===== src/hdl/gaf_pkg.sv =====
// Shared constants and result type for the grid anchor finder.
`timescale 1ns / 1ps
package gaf_pkg;

  // Fixed field widths of the channels
  localparam int CoordBits = 8;
  localparam int OutIdxBits = 16;
  localparam int CfgBits = 16;

  // One result item as held in the output register
  typedef struct packed {
    logic                  entry_made;
    logic                  is_anchor;
    logic                  point_appended;
    logic [OutIdxBits-1:0] entry_index;
    logic                  down_valid;
    logic [OutIdxBits-1:0] down_index;
    logic                  left_valid;
    logic [OutIdxBits-1:0] left_index;
  } result_t;

endpackage


===== src/hdl/gaf_line_mem.sv =====
// Per-line tracker: occupied bits plus last-entry index memory with forwarding.
`timescale 1ns / 1ps
module gaf_line_mem import gaf_pkg::*; #(
  parameter int DEPTH = 256,
  parameter int IW    = 16
) (
  input  logic                     clk,
  input  logic                     rst_n,
  // read issue, registered ahead of use
  input  logic                     rd_en,
  input  logic [$clog2(DEPTH > 1 ? DEPTH : 2)-1:0] rd_addr,
  // lookup result for the last issued read
  output logic                     has_entry,
  output logic [IW-1:0]            last_entry,
  // write back
  input  logic                     wr_en,
  input  logic [$clog2(DEPTH > 1 ? DEPTH : 2)-1:0] wr_addr,
  input  logic [IW-1:0]            wr_data
);

  localparam int AW = $clog2(DEPTH > 1 ? DEPTH : 2);

  logic [IW-1:0]    mem [DEPTH];
  logic [DEPTH-1:0] occ_r;
  logic [AW-1:0]    rd_addr_r;
  logic [IW-1:0]    rd_data_r;
  logic             fwd_valid_r;
  logic [AW-1:0]    fwd_addr_r;
  logic [IW-1:0]    fwd_data_r;

  // index memory, registered read
  always_ff @(posedge clk) begin
    if (wr_en) begin
      mem[wr_addr] <= wr_data;
    end
    if (rd_en) begin
      rd_data_r <= mem[rd_addr];
      rd_addr_r <= rd_addr;
    end
  end

  // occupied bits and last write, cleared at reset
  always_ff @(posedge clk) begin
    if (!rst_n) begin
      occ_r       <= '0;
      fwd_valid_r <= 1'b0;
    end else if (wr_en) begin
      occ_r[wr_addr] <= 1'b1;
      fwd_valid_r    <= 1'b1;
    end
  end

  always_ff @(posedge clk) begin
    if (wr_en) begin
      fwd_addr_r <= wr_addr;
      fwd_data_r <= wr_data;
    end
  end

  // a write on the read edge is missed by the memory: take it from the last write
  assign has_entry  = occ_r[rd_addr_r];
  assign last_entry = (fwd_valid_r && (fwd_addr_r == rd_addr_r)) ? fwd_data_r : rd_data_r;

endmodule


===== config.mk =====
export PLATFORM = sky130hd
export DESIGN_NAME = gaf_line_mem
export DESIGN_NICKNAME = d
export VERILOG_FILES = /design/src/hdl/gaf_pkg.sv /design/src/hdl/gaf_line_mem.sv
export SDC_FILE = /design/constraint.sdc
export NUM_CORES = 2
export LEC_CHECK = 0
export BUFFER_PORTS_ARGS = -buffer_cell sky130_fd_sc_hd__buf_2
export CAP_MARGIN = 20
export CELL_PAD_IN_SITES_DETAIL_PLACEMENT = 1
export CELL_PAD_IN_SITES_GLOBAL_PLACEMENT = 2
export CORE_MARGIN = 2
export CORE_UTILIZATION = 40
export CTS_CLUSTER_SIZE = 20
export DETAILED_ROUTE_END_ITERATION = 16
export GPL_TIMING_DRIVEN = 0
export PLACE_DENSITY = 0.74
export SYNTH_ARGS = -nofsm -noshare
export SYNTH_HDL_FRONTEND = slang
export SYNTH_SLANG_ARGS = --single-unit

===== constraint.sdc =====
create_clock -name clk -period 2.7 [get_ports clk]
set_clock_uncertainty 0.1 [all_clocks]
set_input_delay 0.135 -clock clk [delete_from_list [all_inputs] [get_ports clk]]
set_output_delay 0.135 -clock clk [all_outputs]
set_load 0.03 [all_outputs]

-- Yosys cells after proc, flatten, opt, wreduce, memory -nomap -nowiden
Memories as Yosys holds them, arrays and structs flattened. A register that Yosys moved wholly into a read port is not among the register bits.
Cells that the tools add are included.
- bitwise gates (word level): 1
- magnitude comparators: 3
- eq/ne operators: 1
- multiplexer cells: 7
- reductions and logical operators: 2
- operators with widths (kind ; number):
    OR 256 bit ; 1
    less-than comparator 8 x 9 -> 1 bit (second input constant) ; 2
    two-way mux 16 bit ; 1
    binary-select mux 1 bit (select 8 bit) ; 1
    demux 1 bit (select 8 bit) ; 1
    equality test 8 bit ; 1
    greater-or-equal comparator 8 x 1 -> 1 bit (second input constant) ; 1
    two-way mux 1 bit ; 4
    logical AND 1 bit ; 2
- memories: 1
- memory bits (writable): 4096
- output and inout bits: 17
- bits of input ports: 36
- bits in registers: 289
- logic and storage cells: 20
- memories (memory ; words ; bits a word ; rd ports ; clocked after memory_dff ; write ports ; RTL line ; RTL):
    mem ; 256 ; 16 ; 1 ; 1 ; 1 ; gaf_line_mem.sv:23 ; logic [IW-1:0] mem [DEPTH];

-- Depth between registers and ports, before layout
- depth in word-level cells: 5
- mapped depth: 14
- gate-level depth less buffers: 7

-- Least setup slack after synthesis
OpenSTA, ideal clock, no wires.
- kind: register to output
- from: reg rd_addr_r[0]
- to: out last_entry[10]
- setup slack: -42 ps
- stages on the path, launching flop included: 10
- data arrival time: 2507 ps
- buffers on the path: 4
- cell sequence: edfxtp_1 > buf_2 > buf_4 > buf_2 > xor2_1 > nor4_1 > nand3_1 > nor4_2 > buf_2 > mux2_2
- cells in the longest elaborated chain, start to end: 3
- RTL lines (what ; RTL line ; RTL):
    from (decl) ; gaf_line_mem.sv:25 ; logic [AW-1:0] rd_addr_r;
    from (signal assigned) ; gaf_line_mem.sv:38 ; rd_addr_r <= rd_addr;
    equality test 8 bit ; gaf_line_mem.sv:62 ; assign last_entry = (fwd_valid_r && (fwd_addr_r == rd_addr_r)) ? fwd_data_r : rd_data_r;
    logical AND 1 bit ; gaf_line_mem.sv:62 ;
    two-way mux 16 bit ; gaf_line_mem.sv:62 ;
    to (decl) ; gaf_line_mem.sv:14 ; output logic [IW-1:0] last_entry,
No other way between the ends.

-- Worst setup path after layout
- from: reg rd_addr_r[1]
- to: out has_entry
- cells in the longest elaborated chain, start to end: 2
- RTL lines (what ; RTL line ; RTL):
    binary-select mux 1 bit (select 8 bit) ; gaf_line_mem.sv:61 ; assign has_entry = occ_r[rd_addr_r];
    two-way mux 1 bit (not written as such) ; gaf_line_mem.sv:61 ;
    to (decl) ; gaf_line_mem.sv:13 ; output logic has_entry,
No other way between the ends. The select of a mux whose other input is x is not followed.

==> metrics.yaml <==
outcome: "finished, violations left"
failed_checks: "negative setup slack"
drtIter0Drc: 16373
grt_max_degree: 179
hp-class: "primary input to register"
synth_top_area_share_pct: 73.5
start_util_pct: 40.2
area.growth.synth_to_final_pct: 19.8
fin_total_pwr_mw: 146
dp_hpwl_mm: 446
period_minus_slack_ns: 4.37
final_cell_mix: "edfxtp_1, mux4_2, mux2i_1, clkbuf_16, o21a_1"
clk_pin_slew_ns: 0.07
final_hold_viol_count: 0
h-tree-depth: 5
cp-startpoint: "rd_addr_r[1]"
ys_warn_count: 0
tritoncts: "yes"
first_pass_iters: 6
fin_ws_ns: -1.67
timing.fmax_mhz: 229
rsz0062_at_grt: "yes"
drv_slew: 0
clock-root-buffer: "clkbuf_16"
viasPerCell: 6.43
synth.distinct_cells: 63
n_fill_cell: 37738
drv_cap: 0
multiInputGateArea_um2: 39700
p_leak_nw: 64.5
synth.avg_cell_area_um2: 21.1
grtUsageTotal_pct: 29.8
crit_arrival_ns: 4.14
worstMarginPinSlew_ns: 1.31
std_cell_rows: 238
synth_edf_count: 4144
num_vias: 96279
hold_slack_ns: 0.0132
pin_count: 53
antenna_found_initial: 52
synthesis.area_um2: 169000
wl_per_cell_um: 43.1
grt_pass1_wl_mm: 858
overflow: 0
antenna_left: 0
yosysTopAreaCell: "edfxtp_1"
fin_nets: 8981
gp_congestion: 0.967
startpoint_type: "register"
drc_errors: 0
slew_headroom_pct: 13.0
endpoint_kind: "output pin"
synth_cells: 8040
die_h_um: 655
synthArstFlopShare_pct: 0
cts_buffers: 436
cts_buffer_depth: 4
core-area_um2: 421000
seq_area_um2: 130000
grt_pass1_vias: 95303
ys_ff_latch: 4401
yosysSeqAreaShare_pct: 76.6
die-area_um2: 428000
io_buffers: 51
setup_violations: 67
drive_above_1_share_pct: 30.5
final_common_cell: "edfxtp_1"
routed_wl_mm: 646
synth_top_cells_by_area: "edfxtp_1, mux4_2, mux2i_1"
hp-start: "rd_addr[3]"
cts_num_sinks: 4401
reg2reg_from: "mem[183][0]"
required_ns: 2.47
synthesis.nets: 8076
crit_type: "register to output pin"
power_density_nw_per_um2: 721
ys.flop_type: "edfxtp_1"
die_x_um: 655
ir_worst_vdd_mv: 0.602
clk_latency_ns: 1.04
worstPathMaxFanout: 10
final.period_utilization_pct: 162
place_ws_ns: -3.46
cell type report:
type                       instances  area share, %
sequential                      4401           63.9
multi-input combinational       3139           19.6
clock buffer                     575           5.82
timing repair buffer             471           3.79
tap                             5640           3.48
buffer                           491           2.26
clock inverter                   234           1.16
antenna                           25         0.0308
inverter                           5         0.0117
synth_stat cells (5+ instances only):
cell / instances
a2111oi_0: 8
a211o_1: 14
a211oi_1: 20
a21o_1: 7
a21oi_1: 91
a221oi_1: 15
a22o_1: 26
a22oi_1: 10
a31oi_1: 9
a32oi_1: 10
and2_1: 5
and3_1: 6
buf_1: 33
buf_2: 110
buf_4: 58
buf_6: 67
buf_8: 12
clkbuf_1: 211
dfxtp_1: 257
edfxtp_1: 4144
mux2_2: 22
mux2i_1: 590
mux4_2: 916
nand2_1: 77
nand2b_1: 6
nand3_1: 41
nand3b_1: 6
nand4_1: 18
nor2_1: 309
nor2b_1: 19
nor3_1: 127
nor4_1: 34
o2111ai_1: 7
o21a_1: 260
o21ai_0: 56
o221ai_1: 210
o22a_1: 7
o22ai_1: 148
o41ai_1: 5
or3_1: 19
or4_1: 8
xor2_1: 7
cells by family after synthesis:
family,count (synthesis),synth area share [%]
compound gates,913,3.95
xor+xnor,8,0.0414
buf+inv,500,1.73
flops,4401,76.6
mux,1529,15.8
simple gates,689,1.88
power breakdown:
group / leakage [nW] / switching (mW) / internal, mW
clock network: 6.90 / 26.9 / 34.4
registers: 39.3 / 0.0789 / 74.8
logic: 18.3 / 6.86 / 3.17
critical path: stages, from the launching register on:
cell and delay [ns]:
edfxtp_1 0.51, buf_6 0.28, buf_8 0.30, buf_12 0.26, mux4_2 0.38, a22oi_1 0.29
a31oi_2 0.19, nand3b_1 0.17, nand4_1 0.24, o31a_4 0.26, buf_6 0.17
layer usage:
| layer | wire length, µm | GRT usage (%) | vias to the layer above |
|---|---|---|---|
| met5 | 69 | 0 | - |
| met4 | 55600 | 20.6 | 14 |
| met3 | 80900 | 8.81 | 1752 |
| met2 | 280000 | 43.8 | 7157 |
| met1 | 229000 | 38.2 | 51636 |
| li1 | - | - | 35720 |
path summary, 6_finish.rpt:
kind	to	slack, ns	cells past startpoint
worst max-delay path	has_entry	-1.67	10
worst min register to register	occ_r[141]	0.37	1
worst max register to register	rd_data_r[0]	-0.31	7
worst min-delay path	rd_addr_r[3]	0.01	2
flip-flops by register name, indices dropped and copies added (netlist names):
name / flops
mem: 4096
occ_r: 256
fwd_data_r: 16
rd_data_r: 16
fwd_addr_r: 8
rd_addr_r: 8
fwd_valid_r: 1
through the flow:
step | area [µm²] | setup TNS (ns) | cells | util [%]
final | 203000 | -28.44 | 14981 | 48.2
after global routing | 203000 | -27.52 | 14962 | 48.2
after CTS | 202000 | -1319.85 | 14935 | 48.0
after detailed placement | 183000 | -4511.11 | 14010 | 43.6
after global placement | 177000 | - | 13731 | 42.0
after floorplan | 169000 | 0 | 8040 | -
timing repair:
item | CTS | global route
gates cloned | 3 | 0
setup endpoints to repair | 2305 | 3871
resized for setup | 852 | 85
hold buffers | 45 | 1
pin swaps | 69 | 28
setup buffers | 72 | 17
endpoints found under the hold margin | 3034 | 24
No activity file was read; power rests on OpenSTA's default activity.
